<file path="src/hw/rtl/foreground_bounding_box_assert.svh">
// ----------------------------------------------------------------------------
// Foreground bounding box assertion macros
// Concurrent checks clocked on clk and disabled while rst_n is low.
// ----------------------------------------------------------------------------
`ifndef FOREGROUND_BOUNDING_BOX_ASSERT_SVH
`define FOREGROUND_BOUNDING_BOX_ASSERT_SVH

`ifndef SYNTHESIS

`define FBB_ASSERT_IMPL(lbl, ante, cons) \
    lbl: assert property (@(posedge clk) disable iff (!rst_n) (ante) |-> (cons)) \
        else $error("fbb: same-cycle check failed");

`define FBB_ASSERT_NEXT(lbl, ante, cons) \
    lbl: assert property (@(posedge clk) disable iff (!rst_n) (ante) |=> (cons)) \
        else $error("fbb: next-cycle check failed");

`else

`define FBB_ASSERT_IMPL(lbl, ante, cons)

`define FBB_ASSERT_NEXT(lbl, ante, cons)

`endif

`endif

</file>
<file path="src/hw/rtl/fbb_pkg.sv">
// ----------------------------------------------------------------------------
// Foreground bounding box package
// Payload types, configuration layout and classification thresholds.
// ----------------------------------------------------------------------------
`default_nettype none

package fbb_pkg;

    localparam int COLOR_W     = 8;
    localparam int COORD_W     = 12;
    localparam int WIDTH_REG_W = 13;
    localparam int REG_IDX_W   = 2;
    localparam int SUM_W       = 10;

    localparam logic [REG_IDX_W-1:0] REG_BG_RED      = 2'd0;
    localparam logic [REG_IDX_W-1:0] REG_BG_GREEN    = 2'd1;
    localparam logic [REG_IDX_W-1:0] REG_BG_BLUE     = 2'd2;
    localparam logic [REG_IDX_W-1:0] REG_IMAGE_WIDTH = 2'd3;

    localparam logic [COLOR_W-1:0]     RST_BG_RED      = 8'd106;
    localparam logic [COLOR_W-1:0]     RST_BG_GREEN    = 8'd76;
    localparam logic [COLOR_W-1:0]     RST_BG_BLUE     = 8'd219;
    localparam logic [WIDTH_REG_W-1:0] RST_IMAGE_WIDTH = 13'd4096;

    localparam logic [COLOR_W-1:0] ALPHA_MIN   = 8'd32;
    localparam logic [SUM_W-1:0]   DIFF_MIN    = 10'd56;
    localparam int                 LUM_BRIGHT  = 180;
    localparam int                 LUM_DIM     = 60;
    localparam logic [SUM_W-1:0]   SUM_BRIGHT  = SUM_W'(3 * (LUM_BRIGHT + 1));
    localparam logic [SUM_W-1:0]   SUM_DIM     = SUM_W'(3 * (LUM_DIM + 1));
    localparam logic [COLOR_W-1:0] RED_WARM    = 8'd120;
    localparam logic [COLOR_W-1:0] GREEN_WARM  = 8'd90;

    typedef logic [COORD_W-1:0] coord_t;

    typedef struct packed {
        logic [COLOR_W-1:0] red;
        logic [COLOR_W-1:0] green;
        logic [COLOR_W-1:0] blue;
        logic [COLOR_W-1:0] alpha;
        logic               end_of_frame;
    } pixel_t;

    typedef struct packed {
        logic   found;
        coord_t left;
        coord_t top;
        coord_t right;
        coord_t bottom;
    } box_t;

    typedef struct packed {
        logic [COLOR_W-1:0]     bg_red;
        logic [COLOR_W-1:0]     bg_green;
        logic [COLOR_W-1:0]     bg_blue;
        logic [WIDTH_REG_W-1:0] image_width;
    } cfg_t;

    typedef struct packed {
        logic fg;
        logic eof;
    } pix_tag_t;

endpackage

`default_nettype wire

</file>
<file path="src/hw/rtl/fbb_queue.sv">
// ----------------------------------------------------------------------------
// Foreground bounding box request queue
// Small register FIFO between the classifier and the box tracker.
// ----------------------------------------------------------------------------
`default_nettype none

module fbb_queue #(
    parameter int DATA_W = 1,
    parameter int DEPTH  = 2,
    localparam int PW    = (DEPTH > 1) ? $clog2(DEPTH) : 1,
    localparam int CNTW  = $clog2(DEPTH + 1)
) (
    input  wire logic              clk,
    input  wire logic              rst_n,
    input  wire logic              push,
    input  wire logic [DATA_W-1:0] push_data,
    output logic                   full,
    input  wire logic              pop,
    output logic [DATA_W-1:0]      pop_data,
    output logic                   empty
);

    logic [DATA_W-1:0] mem_reg [DEPTH];
    logic [PW-1:0]     wr_ptr_reg, wr_ptr_next;
    logic [PW-1:0]     rd_ptr_reg, rd_ptr_next;
    logic [CNTW-1:0]   count_reg, count_next;

    assign full     = (count_reg == CNTW'(DEPTH));
    assign empty    = (count_reg == '0);
    assign pop_data = mem_reg[rd_ptr_reg];

    always_comb
    begin
        wr_ptr_next = wr_ptr_reg;
        rd_ptr_next = rd_ptr_reg;
        count_next  = count_reg;
        if (push)
        begin
            wr_ptr_next = (wr_ptr_reg == PW'(DEPTH - 1)) ? '0 : wr_ptr_reg + PW'(1);
        end
        if (pop)
        begin
            rd_ptr_next = (rd_ptr_reg == PW'(DEPTH - 1)) ? '0 : rd_ptr_reg + PW'(1);
        end
        case ({push, pop})
            2'b10:   count_next = count_reg + CNTW'(1);
            2'b01:   count_next = count_reg - CNTW'(1);
            default: count_next = count_reg;
        endcase
    end

    always_ff @(posedge clk or negedge rst_n)
    begin
        if (!rst_n)
        begin
            wr_ptr_reg <= '0;
            rd_ptr_reg <= '0;
            count_reg  <= '0;
        end
        else
        begin
            wr_ptr_reg <= wr_ptr_next;
            rd_ptr_reg <= rd_ptr_next;
            count_reg  <= count_next;
        end
    end

    always_ff @(posedge clk)
    begin
        if (push)
        begin
            mem_reg[wr_ptr_reg] <= push_data;
        end
    end

endmodule

`default_nettype wire

</file>
<file path="src/hw/rtl/fbb_front.sv">
// ----------------------------------------------------------------------------
// Foreground bounding box front end
// Accepts pixels, classifies them and tags each with its column and row.
// ----------------------------------------------------------------------------
`default_nettype none

module fbb_front #(
    parameter int MAX_DIM = 4096,
    localparam int CW     = $clog2(MAX_DIM),
    localparam int WW     = ((CW > fbb_pkg::WIDTH_REG_W) ? CW : fbb_pkg::WIDTH_REG_W) + 1
) (
    input  wire logic            clk,
    input  wire logic            rst_n,
    input  wire fbb_pkg::cfg_t   cfg,
    input  wire logic            in_valid,
    output logic                 in_stall,
    input  wire fbb_pkg::pixel_t in_data,
    input  wire logic            full,
    output logic                 push,
    output fbb_pkg::pix_tag_t    push_tag,
    output logic [CW-1:0]        push_col,
    output logic [CW-1:0]        push_row
);

    logic [CW-1:0]                  col_reg, col_next;
    logic [CW-1:0]                  row_reg, row_next;
    logic [fbb_pkg::COLOR_W-1:0]    diff_r, diff_g, diff_b;
    logic [fbb_pkg::SUM_W-1:0]      diff_sum;
    logic [fbb_pkg::SUM_W-1:0]      color_sum;
    logic                           is_bg;
    logic                           is_fg;
    logic [WW-1:0]                  width_ext;
    logic [WW-1:0]                  width_m1;
    logic                           wrap;

    function automatic logic [fbb_pkg::COLOR_W-1:0] abs_diff(
        input logic [fbb_pkg::COLOR_W-1:0] a,
        input logic [fbb_pkg::COLOR_W-1:0] b
    );
        return (a >= b) ? a - b : b - a;
    endfunction

    assign in_stall = full;
    assign push     = in_valid && !full;

    always_comb
    begin
        diff_r    = abs_diff(in_data.red,   cfg.bg_red);
        diff_g    = abs_diff(in_data.green, cfg.bg_green);
        diff_b    = abs_diff(in_data.blue,  cfg.bg_blue);
        diff_sum  = fbb_pkg::SUM_W'(diff_r) + fbb_pkg::SUM_W'(diff_g)
                  + fbb_pkg::SUM_W'(diff_b);
        color_sum = fbb_pkg::SUM_W'(in_data.red) + fbb_pkg::SUM_W'(in_data.green)
                  + fbb_pkg::SUM_W'(in_data.blue);
        is_bg     = (in_data.alpha < fbb_pkg::ALPHA_MIN) || (diff_sum < fbb_pkg::DIFF_MIN);
        is_fg     = !is_bg
                  && ((color_sum >= fbb_pkg::SUM_BRIGHT)
                      || ((in_data.red > fbb_pkg::RED_WARM)
                          && (in_data.green > fbb_pkg::GREEN_WARM))
                      || (color_sum >= fbb_pkg::SUM_DIM));
    end

    // clamp out-of-range widths to the maximum
    always_comb
    begin
        width_ext = WW'(cfg.image_width);
        if ((width_ext == '0) || (width_ext > WW'(MAX_DIM)))
        begin
            width_m1 = WW'(MAX_DIM - 1);
        end
        else
        begin
            width_m1 = width_ext - WW'(1);
        end
        wrap = (WW'(col_reg) >= width_m1);
    end

    always_comb
    begin
        col_next = col_reg;
        row_next = row_reg;
        if (push)
        begin
            if (in_data.end_of_frame)
            begin
                col_next = '0;
                row_next = '0;
            end
            else if (wrap)
            begin
                col_next = '0;
                if (row_reg < CW'(MAX_DIM - 1))
                begin
                    row_next = row_reg + CW'(1);
                end
            end
            else
            begin
                col_next = col_reg + CW'(1);
            end
        end
    end

    assign push_tag.fg  = is_fg;
    assign push_tag.eof = in_data.end_of_frame;
    assign push_col     = col_reg;
    assign push_row     = row_reg;

    always_ff @(posedge clk or negedge rst_n)
    begin
        if (!rst_n)
        begin
            col_reg <= '0;
            row_reg <= '0;
        end
        else
        begin
            col_reg <= col_next;
            row_reg <= row_next;
        end
    end

endmodule

`default_nettype wire

</file>
<file path="src/hw/rtl/fbb_back.sv">
// ----------------------------------------------------------------------------
// Foreground bounding box back end
// Folds tagged requests into the box and emits it on the frame's last pixel.
// ----------------------------------------------------------------------------
`default_nettype none

module fbb_back #(
    parameter int MAX_DIM = 4096,
    localparam int CW     = $clog2(MAX_DIM)
) (
    input  wire logic              clk,
    input  wire logic              rst_n,
    input  wire logic              req_valid,
    input  wire fbb_pkg::pix_tag_t req_tag,
    input  wire logic [CW-1:0]     req_col,
    input  wire logic [CW-1:0]     req_row,
    output logic                   pop,
    output logic                   out_valid,
    input  wire logic              out_stall,
    output fbb_pkg::box_t          out_data
);

    logic          any_reg, any_next;
    logic [CW-1:0] left_reg, left_next;
    logic [CW-1:0] top_reg, top_next;
    logic [CW-1:0] right_reg, right_next;
    logic [CW-1:0] bottom_reg, bottom_next;
    logic          any_upd;
    logic [CW-1:0] left_upd, top_upd, right_upd, bottom_upd;
    logic          out_valid_reg, out_valid_next;
    fbb_pkg::box_t out_reg, out_next;

    // hold an end-of-frame request while a finished box still waits
    assign pop = req_valid && !(req_tag.eof && out_valid_reg && out_stall);

    always_comb
    begin
        any_upd    = any_reg;
        left_upd   = left_reg;
        top_upd    = top_reg;
        right_upd  = right_reg;
        bottom_upd = bottom_reg;
        if (req_tag.fg)
        begin
            any_upd = 1'b1;
            if (!any_reg)
            begin
                left_upd   = req_col;
                right_upd  = req_col;
                top_upd    = req_row;
                bottom_upd = req_row;
            end
            else
            begin
                if (req_col < left_reg)
                begin
                    left_upd = req_col;
                end
                if (req_col > right_reg)
                begin
                    right_upd = req_col;
                end
                if (req_row < top_reg)
                begin
                    top_upd = req_row;
                end
                if (req_row > bottom_reg)
                begin
                    bottom_upd = req_row;
                end
            end
        end
    end

    always_comb
    begin
        any_next       = any_reg;
        left_next      = left_reg;
        top_next       = top_reg;
        right_next     = right_reg;
        bottom_next    = bottom_reg;
        out_next       = out_reg;
        out_valid_next = out_valid_reg && out_stall;
        if (pop)
        begin
            if (req_tag.eof)
            begin
                out_next.found  = any_upd;
                out_next.left   = fbb_pkg::coord_t'(left_upd);
                out_next.top    = fbb_pkg::coord_t'(top_upd);
                out_next.right  = fbb_pkg::coord_t'(right_upd);
                out_next.bottom = fbb_pkg::coord_t'(bottom_upd);
                out_valid_next  = 1'b1;
                any_next        = 1'b0;
                left_next       = '0;
                top_next        = '0;
                right_next      = '0;
                bottom_next     = '0;
            end
            else
            begin
                any_next    = any_upd;
                left_next   = left_upd;
                top_next    = top_upd;
                right_next  = right_upd;
                bottom_next = bottom_upd;
            end
        end
    end

    assign out_valid = out_valid_reg;
    assign out_data  = out_reg;

    always_ff @(posedge clk or negedge rst_n)
    begin
        if (!rst_n)
        begin
            any_reg       <= 1'b0;
            left_reg      <= '0;
            top_reg       <= '0;
            right_reg     <= '0;
            bottom_reg    <= '0;
            out_valid_reg <= 1'b0;
        end
        else
        begin
            any_reg       <= any_next;
            left_reg      <= left_next;
            top_reg       <= top_next;
            right_reg     <= right_next;
            bottom_reg    <= bottom_next;
            out_valid_reg <= out_valid_next;
        end
    end

    always_ff @(posedge clk)
    begin
        out_reg <= out_next;
    end

endmodule

`default_nettype wire

</file>
<file path="src/hw/rtl/foreground_bounding_box.sv">
// ----------------------------------------------------------------------------
// Foreground bounding box
// Finds the box around the foreground pixels of a raster-order RGBA frame.
// ----------------------------------------------------------------------------
// Pixels enter in raster order, one per clock when out_stall stays low. The
// front end classifies each pixel against the background color in the same
// cycle it is accepted and tags it with its column and row; a two-entry
// request queue hands it to the back end, which folds it into the box. The
// pixel flagged end_of_frame, once popped, loads its box into the output
// register, and the next frame starts clean on the following pixel.
// in_stall rises only when the queue is full, which happens when a finished
// box waits on out_stall and a further end-of-frame pixel reaches the back
// end. Write configuration only while no frame is in flight.
`default_nettype none

`include "foreground_bounding_box_assert.svh"

module foreground_bounding_box #(
    parameter int MAX_DIM = 4096
) (
    input  wire logic                              clk,
    input  wire logic                              rst_n,
    input  wire logic                              cfg_write,
    input  wire logic [fbb_pkg::REG_IDX_W-1:0]     cfg_index,
    input  wire logic [fbb_pkg::WIDTH_REG_W-1:0]   cfg_data,
    input  wire logic                              in_valid,
    output logic                                   in_stall,
    input  wire fbb_pkg::pixel_t                   in_data,
    output logic                                   out_valid,
    input  wire logic                              out_stall,
    output fbb_pkg::box_t                          out_data
);

    localparam int CW     = $clog2(MAX_DIM);
    localparam int DATA_W = 2 + 2 * CW;

    fbb_pkg::cfg_t     cfg_reg, cfg_next;
    logic              full;
    logic              empty;
    logic              push;
    fbb_pkg::pix_tag_t push_tag;
    logic [CW-1:0]     push_col;
    logic [CW-1:0]     push_row;
    logic              pop;
    logic [DATA_W-1:0] pop_data;
    fbb_pkg::pix_tag_t pop_tag;
    logic [CW-1:0]     pop_col;
    logic [CW-1:0]     pop_row;

    always_comb
    begin
        cfg_next = cfg_reg;
        if (cfg_write)
        begin
            case (cfg_index)
                fbb_pkg::REG_BG_RED:      cfg_next.bg_red      = cfg_data[fbb_pkg::COLOR_W-1:0];
                fbb_pkg::REG_BG_GREEN:    cfg_next.bg_green    = cfg_data[fbb_pkg::COLOR_W-1:0];
                fbb_pkg::REG_BG_BLUE:     cfg_next.bg_blue     = cfg_data[fbb_pkg::COLOR_W-1:0];
                fbb_pkg::REG_IMAGE_WIDTH: cfg_next.image_width = cfg_data;
                default:                  cfg_next             = cfg_reg;
            endcase
        end
    end

    always_ff @(posedge clk or negedge rst_n)
    begin
        if (!rst_n)
        begin
            cfg_reg.bg_red      <= fbb_pkg::RST_BG_RED;
            cfg_reg.bg_green    <= fbb_pkg::RST_BG_GREEN;
            cfg_reg.bg_blue     <= fbb_pkg::RST_BG_BLUE;
            cfg_reg.image_width <= fbb_pkg::RST_IMAGE_WIDTH;
        end
        else
        begin
            cfg_reg <= cfg_next;
        end
    end

    fbb_front #(
        .MAX_DIM (MAX_DIM)
    ) u_front (
        .clk      (clk),
        .rst_n    (rst_n),
        .cfg      (cfg_reg),
        .in_valid (in_valid),
        .in_stall (in_stall),
        .in_data  (in_data),
        .full     (full),
        .push     (push),
        .push_tag (push_tag),
        .push_col (push_col),
        .push_row (push_row)
    );

    fbb_queue #(
        .DATA_W (DATA_W),
        .DEPTH  (2)
    ) u_queue (
        .clk       (clk),
        .rst_n     (rst_n),
        .push      (push),
        .push_data ({push_tag, push_col, push_row}),
        .full      (full),
        .pop       (pop),
        .pop_data  (pop_data),
        .empty     (empty)
    );

    assign {pop_tag, pop_col, pop_row} = pop_data;

    fbb_back #(
        .MAX_DIM (MAX_DIM)
    ) u_back (
        .clk       (clk),
        .rst_n     (rst_n),
        .req_valid (!empty),
        .req_tag   (pop_tag),
        .req_col   (pop_col),
        .req_row   (pop_row),
        .pop       (pop),
        .out_valid (out_valid),
        .out_stall (out_stall),
        .out_data  (out_data)
    );

    `FBB_ASSERT_IMPL(a_result_from_eof, $rose(out_valid), $past(pop && pop_tag.eof))
    `FBB_ASSERT_IMPL(a_empty_box_zero, out_valid && !out_data.found, out_data == '0)
    `FBB_ASSERT_NEXT(a_frame_restart, push && in_data.end_of_frame, {push_col, push_row} == '0)

endmodule

`default_nettype wire
</file>
<file path="config.mk">
export PLATFORM = sky130hd
export DESIGN_NAME = foreground_bounding_box
export DESIGN_NICKNAME = d
export VERILOG_FILES = /design/src/hw/rtl/fbb_pkg.sv /design/src/hw/rtl/fbb_queue.sv /design/src/hw/rtl/fbb_front.sv /design/src/hw/rtl/fbb_back.sv /design/src/hw/rtl/foreground_bounding_box.sv
export VERILOG_INCLUDE_DIRS = /design/src /design/src/hw/rtl
export SDC_FILE = /design/constraint.sdc
export NUM_CORES = 1
export LEC_CHECK = 0
export BUFFER_PORTS_ARGS = -buffer_cell sky130_fd_sc_hd__buf_2
export CAP_MARGIN = 30
export CELL_PAD_IN_SITES_DETAIL_PLACEMENT = 1
export CELL_PAD_IN_SITES_GLOBAL_PLACEMENT = 1
export CORE_MARGIN = 2
export CORE_UTILIZATION = 40
export CTS_CLUSTER_SIZE = 12
export DETAILED_ROUTE_END_ITERATION = 10
export PLACE_DENSITY = 0.79
export REMOVE_ABC_BUFFERS = 1
export SLEW_MARGIN = 30
export SYNTH_ARGS = -nofsm -noshare
export SYNTH_HDL_FRONTEND = slang
export SYNTH_HIERARCHICAL = 1
export SYNTH_SLANG_ARGS = --single-unit
</file>
<file path="constraint.sdc">
create_clock -name clk -period 6 [get_ports clk]
set_input_delay 0.6 -clock clk [delete_from_list [all_inputs] [get_ports clk]]
set_output_delay 0.6 -clock clk [all_outputs]
set_load 0.01 [all_outputs]
</file>
# --- After elaboration in Yosys (flattened, before gate mapping) ---
# Memories as Yosys holds them, arrays and structs flattened.
# Index checks and enable logic that the tools add are counted.
word_totals:
  ff_bits: 164
  mem_bits_rw: 52
  out_inout_bits: 51
  word_cells: 121
  mem_count: 1
op_classes:
  add_sub_neg: 17
  magnitude_cmp: 16
  n_eq_ne: 6
  n_mux: 34
  reduce_logical: 27
memory_table:
  columns: ["memory", "depth", "width", "read_ports", "rd_clocked_by_memory_dff", "write_ports", "line", "source"]
  rows:
  - ["u_queue.mem_reg", 2, 26, 1, 0, 1, "fbb_queue.sv:23", "logic [DATA_W-1:0] mem_reg [DEPTH];"]
op_table:
  columns: ["op", "count"]
  rows:
  - ["$mux 12", 21]
  - ["$sub 8x8->8", 6]
  - ["$add 12x1->12 const B", 2]
  - ["$ge 8x8->1", 3]
  - ["$gt 12x12->1", 2]
  - ["$lt 12x12->1", 2]
  - ["$mux 8", 3]
  - ["$add 10x8->10", 2]
  - ["$add 8x8->9", 2]
  - ["$gt 8x7->1 const B", 2]
  - ["$ge 12x14->1", 1]
  - ["$mux 14", 1]
  - ["$sub 13x1->14 const B", 1]
  - ["$gt 13x13->1 const B", 1]
  - ["$logic_not 13->1", 1]
  - ["$lt 12x12->1 const B", 1]
  - ["$ge 10x10->1 const B", 1]
  - ["$ge 10x8->1 const B", 1]
  - ["$lt 10x6->1 const B", 1]
  - ["$reduce_and 2->1", 5]
  - ["$eq 2x2->1 const B", 4]
  - ["$lt 8x6->1 const B", 1]
  - ["$mux 1", 8]
  - ["$logic_and 1x1->1", 7]
  - ["10 further kinds", 21]

# --- Longest topological paths before layout ---
# Gate-level depths: netlist of the first run.
depth:
  ltp_word: 8
  mapped_depth: 21
  ltp_nobuf: 19

# --- Cells and area by module ---
# Netlist of the first run, hierarchy kept.
by_module_without_submodules:
  columns: ["module", "n_inst", "cells_per_inst", "area_each_um2"]
  rows:
  - ["fbb_back", 1, 413, 5103.6]
  - ["fbb_front", 1, 587, 4727.0]
  - ["fbb_queue", 1, 97, 2160.8]
  - ["foreground_bounding_box", 1, 80, 1426.4]

# --- Least setup slack after synthesis of the first run ---
# No wires, ideal clock.
synth_path:
  kind: "input -> register"
  start: "in in_data[25] (netlist bit)"
  end: "mem u_queue/mem_reg[0][25] (netlist bit), data pin"
  setup_ns: 0.252
  arrival_time_ns: 4.569
  t_required_ns: 5.748
  slack_ns: 1.178
  cell_stages: 21
  n_path_buf: 2
  cell_sequence: "inv_1 ha_1 inv_1 fa_1 a21o_1 a21oi_1 a31oi_1 a211o_1 buf_6 mux2_4 a221oi_2 xor2_1 fa_1 inv_1 ha_1 or4b_2 nor3_1 o21ai_0 o32ai_1 a41oi_1 buf_4"
synth_via:
  elab_chain_cells: 8
  word_cells_on_any_way: 18
  classes_between: "add/sub (6); order compare (5); mux (1); reduce/logical (6)"
synth_rtl:
  columns: ["element", "line", "source"]
  rows:
  - ["from (decl)", "foreground_bounding_box.sv:28", "input wire fbb_pkg::pixel_t in_data,"]
  - ["$sub 8x8->8 / $ge 8x8->1 (equally long branches)", "fbb_front.sv:40", "return (a >= b) ? a - b : b - a;"]
  - ["$mux 8", "fbb_front.sv:40", null]
  - ["$add 8x8->9", "fbb_front.sv:51", "diff_sum = fbb_pkg::SUM_W'(diff_r) + fbb_pkg::SUM_W'(diff_g)"]
  - ["$add 10x8->10", "fbb_front.sv:52", "+ fbb_pkg::SUM_W'(diff_b);"]
  - ["$lt 10x6->1", "fbb_front.sv:55", "is_bg = (in_data.alpha < fbb_pkg::ALPHA_MIN) || (diff_sum < fbb_pkg::DIFF_MIN);"]
  - ["$logic_or 1x1->1", "fbb_front.sv:55", null]
  - ["$logic_not 1->1", "fbb_front.sv:56", "is_fg = !is_bg"]
  - ["$logic_and 1x1->1 *", "fbb_front.sv:57", "&& ((color_sum >= fbb_pkg::SUM_BRIGHT)"]
  - ["named net u_front.is_fg", "fbb_front.sv:31", "logic is_fg;"]
  - ["to (decl)", "fbb_queue.sv:23", null]
# Mark *: on every way through the listed nets, which the timed path passes. The rest lies on a longest branch.

==> results.py, run 1 <==
metrics = {
    "outcome": {
        "status": "completed",
    },
    "clock_tree": {
        "library_cell_used_as_clock_root_buffer": "sky130_fd_sc_hd__clkbuf_16",
        "tritoncts_num_sinks": 216,
        "worstSkewPairLatency_ns": 0.53,
        "cts_htree_levels": 1,
        "clockBufferDepth": 3,
        "worst_setup_hold_path_clk_slew_ns": 0.06,
        "tritoncts": "done",
        "cts_buffers": 24,
        "post_cts_gate_resize_count": 0,
        "hold_buffers": 0,
        "postCtsSetupBuffers": 0,
    },
    "setup_path": {
        "timing_worst_setup_path_type": "flip-flop to flip-flop",
        "critical_path.endpoint_type": "flip-flop",
        "crit_path_cell_trace": "ha_1 > inv_1 > fa_1 > a21o_1 > a21oi_1 > nand3_1 > a31oi_4 > mux2i_1 > xor2_1 > fa_1 > inv_1 > ha_1 > o211a_1 > o21ai_0 > o21ai_0 > a2111oi_0 > o32ai_1 > a41oi_1",
        "critPathMaxStageDelay_ns": 0.57,
        "crit_start": "cfg_reg[13]",
        "critPathBufInv": 2,
        "critPathRequiredTime_ns": 6.31,
        "worst_path_max_delay_cell": "sky130_fd_sc_hd__dfstp_2",
        "arrival_ns": 5.48,
        "startpoint_types": "flip-flop",
        "timing.rr.start": "cfg_reg[13]",
        "critical_path_peak_fanout": 8,
        "cp_top_family": "compound AO/OA/AOI/OAI gates",
    },
    "drt": {
        "dr.pass1.iters": 5,
        "average_detailed_routed_wire_length_per_instance_um": 18.1,
        "vias": 9315,
        "drc": 0,
        "wirelength_mm": 31.5,
        "postRouteAntennaNets": 0,
        "first_drt_iteration_drcs": 323,
        "route.detailed.vias_per_inst": 5.35,
    },
    "cells_and_area": {
        "largest_register_ff_count": 52,
        "antenna_cells": 0,
        "layout-drive-gt1-share": 0.199,
        "ff_latch_area_um2": 5930,
        "num-fill-cells": 3643,
        "multi_input_area_um2": 6770,
        "layout_cell_area_excl_fill_um2": 15000,
        "post_layout_net_count": 1470,
        "syn2layout_area_growth_pct": 12.1,
    },
    "logic_synthesis": {
        "ys_top_cells_by_area": "sky130_fd_sc_hd__edfxtp_1, sky130_fd_sc_hd__dfrtp_1, sky130_fd_sc_hd__ha_1, sky130_fd_sc_hd__mux2_2, sky130_fd_sc_hd__inv_1",
        "synthDominantCellAreaShare": 0.226,
        "synth_top_flop_cell": "sky130_fd_sc_hd__edfxtp_1",
        "avgSynthCellArea_um2": 11.4,
        "post_synth_num_cell_types": 79,
        "post_synth_inst_count": 1177,
        "ys_ff_latch": 216,
        "async_reset_ff_frac": 0.532,
        "synth_edf_count": 101,
        "netlist.top_cell.by_area": "sky130_fd_sc_hd__edfxtp_1",
        "synth_top_cells_by_count": "sky130_fd_sc_hd__inv_1, sky130_fd_sc_hd__ha_1, sky130_fd_sc_hd__dfrtp_1, sky130_fd_sc_hd__edfxtp_1, sky130_fd_sc_hd__nor2_1",
        "yosysWarnings": 6,
        "yosys.cell_count.top_type": "sky130_fd_sc_hd__inv_1",
        "netlist_area_um2": 13400,
        "share_of_synthesized_area_occupied_by_flip_flops_and_latches": 0.442,
    },
    "min_path": {
        "hp-class": "input pin to asynchronous set/reset pin",
    },
    "place": {
        "placed_area_um2": 14300,
        "detailed_placement_wirelength_estimate_mm": 23.9,
        "io_buffer_count": 98,
        "gp_congestion": 0.862,
    },
    "sta": {
        "timing.fmax_mhz": 193,
        "rsz_0062_raised_after_global_routing": "no",
        "slew_headroom": 0.305,
        "setup_viol": 0,
        "hold_viol": 0,
        "max_slew.worst_pin.slew_ns": 1.04,
        "timing.final.crit_period_ns": 5.17,
        "clock-skew-final_ns": 0.0253,
        "drv_slew": 0,
        "final_period_util": 0.862,
        "fin_setup_tns_ns": 0,
    },
    "global_route": {
        "grt.total_usage": 0.179,
        "via_count_of_the_first_global_routing_pass": 9856,
        "grt_antenna_before_repair": 0,
        "grt_pass1_wl_mm": 51.4,
        "grt_max_degree": 62,
        "grt_overflow_total": 0,
    },
    "floorplan": {
        "dieHeight_um": 187,
        "initial_utilization": 0.403,
        "die-area_um2": 35000,
        "fp.dieW_um": 187,
        "io_pins": 104,
        "num_rows": 67,
        "floorplan.core_area_um2": 33300,
    },
    "power_and_ir_drop": {
        "total_leakage_power_nw": 6.64,
        "worst_ir_drop_vdd_mv": 0.264,
        "total_power_divided_by_cell_area_nw_per_um2": 500,
    },
    "run": {
        "maxcap_viol_count": 0,
    },
}
## worst register-to-register path: cells and delay by family (launching register included)
family	cells	cell delay (ns)
AO/OA/AOI/OAI	9	2.30
adder cells (fa/ha/maj)	4	1.26
flip-flops	1	0.57
multiplexers	1	0.27
XOR/XNOR	1	0.26
AND/OR/NAND/NOR	1	0.17
buffers and inverters	2	0.13
## area by class of cell
| type | count | share of cell area |
|---|---|---|
| multi-input combinational | 790 | 0.450 |
| sequential | 216 | 0.394 |
| clock buffer | 35 | 0.0447 |
| tap | 448 | 0.0373 |
| timing repair buffer | 103 | 0.0353 |
| inverter | 139 | 0.0348 |
| clock inverter | 9 | 0.00383 |
## layer usage
layer | routed length, um | track usage | vias up | share of wire
met5 | 0 | 0 | - | 0
met4 | 686 | 0.0437 | 0 | 0.022
met3 | 830 | 0.0199 | 48 | 0.026
met2 | 15000 | 0.308 | 150 | 0.48
met1 | 14900 | 0.241 | 4687 | 0.47
li1 | - | - | 4430 | -
## worst paths after layout
check / to / slack [ns] / cells after the start
worst max register to register: u_queue/mem_reg[1][25] / 0.83 / 18
worst max-delay path: u_queue/mem_reg[1][25] / 0.83 / 18
max in group asynchronous: cfg_reg[9] / 4.56 / 2
min in group clk: u_back/out_valid / 0.31 / 3
worst min register to register: u_queue/count_reg[1] / 0.49 / 1
worst min-delay path: u_back/top_reg[5] / 0.17 / 1
## stage by stage
| stage | std cells | setup slack [ns] | hold slack (ns) | util | total power [W] |
|---|---|---|---|---|---|
| floorplan | 1145 | 1.25 | 0.304 | - | 0.00507 |
| global placement | 1696 | 0.626 | 0.472 | 0.430 | 0.00595 |
| detailed placement | 1696 | 0.532 | 0.487 | 0.430 | 0.00618 |
| finish | 1740 | 0.831 | 0.172 | 0.452 | 0.00752 |
| global route | 1740 | 0.527 | 0.218 | 0.452 | 0.00809 |
| CTS | 1740 | 0.829 | 0.185 | 0.452 | 0.00758 |
## placed cells by master, fill, tap and decap left out, types with 7 or more instances in the layout
cell type                   count
sky130_fd_sc_hd__and2_1        10
sky130_fd_sc_hd__nand2b_1       7
sky130_fd_sc_hd__edfxtp_1     101
sky130_fd_sc_hd__nor3_1        18
sky130_fd_sc_hd__xnor2_1       19
sky130_fd_sc_hd__xor2_1        19
sky130_fd_sc_hd__clkbuf_16     24
sky130_fd_sc_hd__fa_1          22
sky130_fd_sc_hd__a31oi_1        9
sky130_fd_sc_hd__a22o_1        48
sky130_fd_sc_hd__o21ai_0       51
sky130_fd_sc_hd__nor2_1        58
sky130_fd_sc_hd__dfstp_2       14
sky130_fd_sc_hd__mux2_4        30
sky130_fd_sc_hd__clkbuf_1       8
sky130_fd_sc_hd__nor2b_1       19
sky130_fd_sc_hd__buf_2         97
sky130_fd_sc_hd__a21o_1        16
sky130_fd_sc_hd__mux2_2        50
sky130_fd_sc_hd__dfrtp_1      101
sky130_fd_sc_hd__nand4_1       14
sky130_fd_sc_hd__nand3_1       13
sky130_fd_sc_hd__mux2_1        26
sky130_fd_sc_hd__nand2_1       57
sky130_fd_sc_hd__ha_1         121
sky130_fd_sc_hd__clkinv_2       7
sky130_fd_sc_hd__o21a_1        10
sky130_fd_sc_hd__inv_1        138
sky130_fd_sc_hd__a21oi_1       47
sky130_fd_sc_hd__mux2i_1       18
## cell families after synthesis
group / share of synthesized area
compound gates: 0.133
xor+xnor: 0.0248
fa+ha+maj: 0.146
buf+inv: 0.0549
flops: 0.442
mux: 0.111
simple gates: 0.0886
## power by group
group          leakage [nW]  total, W  switching, W  internal [W]
Combinational          3.86   0.00364       0.00209       0.00155
Clock                 0.359   0.00135      0.000571      0.000777
Sequential             2.42   0.00253      0.000317       0.00222
Note: power is estimated with default switching activity, not from simulation.
==> run 2: changes to the inputs <==
Settings changed: CTS_CLUSTER_DIAMETER set to 40, PLACE_DENSITY 0.79 to 0.67.
==> run 2 against run 1 <==
  * Global-route usage is 0.37 points higher
  * Sequential power about the same
  * Register-to-register slack got worse by 0.09 ns
  * Sequential cell count unchanged
  * First-iteration DRC count up 20%
  * Critical path depth unchanged
==> results.py, run 2 (synthesized netlist as in run 1, its figures left out) <==
metrics = {
    "drt": {
        "first_drt_iteration_drcs": 389,
        "vias": 9284,
        "route.detailed.vias_per_inst": 5.27,
        "postRouteAntennaNets": 0,
        "dr.pass1.iters": 4,
        "wirelength_mm": 31.5,
        "drc": 0,
        "average_detailed_routed_wire_length_per_instance_um": 17.9,
    },
    "power_and_ir_drop": {
        "worst_ir_drop_vdd_mv": 0.276,
        "p_seq_frac": 0.307,
        "power.net_switching_w": 0.00315,
        "total_power_divided_by_cell_area_nw_per_um2": 529,
        "power.clock.fraction": 0.253,
        "intPower_w": 0.00507,
        "total_leakage_power_nw": 6.88,
        "logic_pwr_share": 0.440,
        "netSwitchingFraction": 0.383,
    },
    "min_path": {
        "hp-class": "input pin to asynchronous set/reset pin",
    },
    "global_route": {
        "grt_overflow_total": 0,
        "grt_max_degree": 64,
        "grt_pass1_wl_mm": 51.8,
        "via_count_of_the_first_global_routing_pass": 9685,
        "grt.total_usage": 0.182,
        "grt_antenna_before_repair": 0,
    },
    "cells_and_area": {
        "layout-drive-gt1-share": 0.216,
        "antenna_cells": 0,
        "largest_register_ff_count": 52,
        "layout_commonest_cell": "sky130_fd_sc_hd__inv_1",
        "postLayoutCoreUtil": 0.467,
        "multi_input_area_um2": 6770,
        "syn2layout_area_growth_pct": 15.8,
        "ff_latch_area_um2": 5930,
        "num-fill-cells": 3573,
        "most_frequent_cells_in_the_layout": "sky130_fd_sc_hd__inv_1, sky130_fd_sc_hd__ha_1, sky130_fd_sc_hd__dfrtp_1, sky130_fd_sc_hd__edfxtp_1, sky130_fd_sc_hd__buf_2",
        "post_layout_net_count": 1482,
    },
    "clock_tree": {
        "postCtsSetupBuffers": 0,
        "post_cts_gate_resize_count": 0,
        "library_cell_used_as_clock_root_buffer": "sky130_fd_sc_hd__clkbuf_16",
        "tritoncts": "done",
        "cts_htree_levels": 2,
        "hold_buffers": 0,
        "worstSkewPairLatency_ns": 0.51,
        "cts_buffers": 36,
        "worst_setup_hold_path_clk_slew_ns": 0.05,
        "tritoncts_num_sinks": 216,
        "clockBufferDepth": 3,
    },
    "sta": {
        "drv_slew": 0,
        "final_period_util": 0.876,
        "max_slew.worst_pin.slew_ns": 0.930,
        "timing.fmax_mhz": 190,
        "hold_viol": 0,
        "layout_setup_ws_ns": 0.742,
        "clock-skew-final_ns": 0.0256,
        "slew_headroom": 0.378,
        "rsz_0062_raised_after_global_routing": "no",
        "timing.final.crit_period_ns": 5.26,
        "fin_setup_tns_ns": 0,
        "setup_viol": 0,
    },
    "run": {
        "maxcap_viol_count": 0,
    },
    "setup_path": {
        "critical_path.endpoint_type": "flip-flop",
        "timing.rr.start": "cfg_reg[13]",
        "arrival_ns": 5.56,
        "crit_path_cell_trace": "ha_1 > inv_1 > fa_1 > a21o_1 > a21oi_1 > nand3_1 > a31oi_4 > mux2i_1 > xor2_1 > fa_1 > inv_1 > ha_1 > o211a_1 > o21ai_0 > o21ai_0 > a2111oi_0 > o32ai_1 > a41oi_1",
        "worst_path_max_delay_cell": "sky130_fd_sc_hd__dfstp_2",
        "timing_worst_setup_path_type": "flip-flop to flip-flop",
        "critPathMaxStageDelay_ns": 0.57,
        "critPathRequiredTime_ns": 6.31,
        "startpoint_types": "flip-flop",
        "critical_path_peak_fanout": 8,
        "crit_start": "cfg_reg[13]",
    },
    "floorplan": {
        "io_pins": 104,
        "die-area_um2": 35000,
        "initial_utilization": 0.403,
        "fp.dieW_um": 187,
        "dieHeight_um": 187,
        "num_rows": 67,
        "floorplan.core_area_um2": 33300,
    },
    "place": {
        "dp_slack_ns": 0.530,
        "io_buffer_count": 98,
        "detailed_placement_wirelength_estimate_mm": 23.6,
        "gp_congestion": 0.826,
    },
    "outcome": {
        "status": "completed",
    },
}
[run 2: critical path: cells and delay by family (launching register included)]
family | cells | cell delay, ns
AO/OA/AOI/OAI | 9 | 2.31
XOR/XNOR | 1 | 0.31
adder cells (fa/ha/maj) | 4 | 1.29
buffers and inverters | 2 | 0.13
flip-flops | 1 | 0.57
multiplexers | 1 | 0.28
AND/OR/NAND/NOR | 1 | 0.18
[run 2: cell type report]
type / count / share of cell area
Tap cell: 448 / 0.0361
Timing Repair Buffer: 103 / 0.0341
Clock buffer: 40 / 0.0616
Inverter: 139 / 0.0337
Clock inverter: 26 / 0.0178
Multi-Input combinational cell: 790 / 0.435
Sequential cell: 216 / 0.381
[run 2: per-layer routing]
metal,up-vias,part of all wire,GRT usage
met1,4614,0.49,0.259
met2,148,0.46,0.296
li1,4480,-,-
met4,0,0.015,0.0388
met3,42,0.037,0.0276
met5,-,0,0
[run 2: worst paths after layout]
| kind | endpoint | slack (ns) | depth (start not counted) |
|---|---|---|---|
| max in group asynchronous | cfg_reg[10] | 4.55 | 2 |
| min | u_back/right_reg[8] | 0.14 | 1 |
| max | u_queue/mem_reg[1][25] | 0.74 | 18 |
| min reg2reg | u_back/right_reg[8] | 0.50 | 1 |
| max reg2reg | u_queue/mem_reg[1][25] | 0.74 | 18 |
| min in group clk | cfg_reg[8] | 0.33 | 2 |
[run 2: stage by stage]
stage          area [um^2]  cells  hold WS, ns  total power [W]
2_1_floorplan        13200   1145        0.304          0.00507
3_3_place_gp         14300   1696        0.478          0.00601
3_5_place_dp         14300   1696        0.491          0.00618
4_1_cts              15500   1762        0.172          0.00832
5_1_grt              15500   1762        0.182          0.00888
6_report             15500   1762        0.138          0.00823
[run 2: power groups by stage]
stage / Clock [W] / Sequential [W] / Combinational [W]
finish: 0.00208 / 0.00253 / 0.00362
global placement: 0 / 0.00252 / 0.00349
detailed placement: 0 / 0.00256 / 0.00362
floorplan: 0 / 0.00258 / 0.00248
CTS: 0.00213 / 0.00253 / 0.00366
global route: 0.00220 / 0.00260 / 0.00408
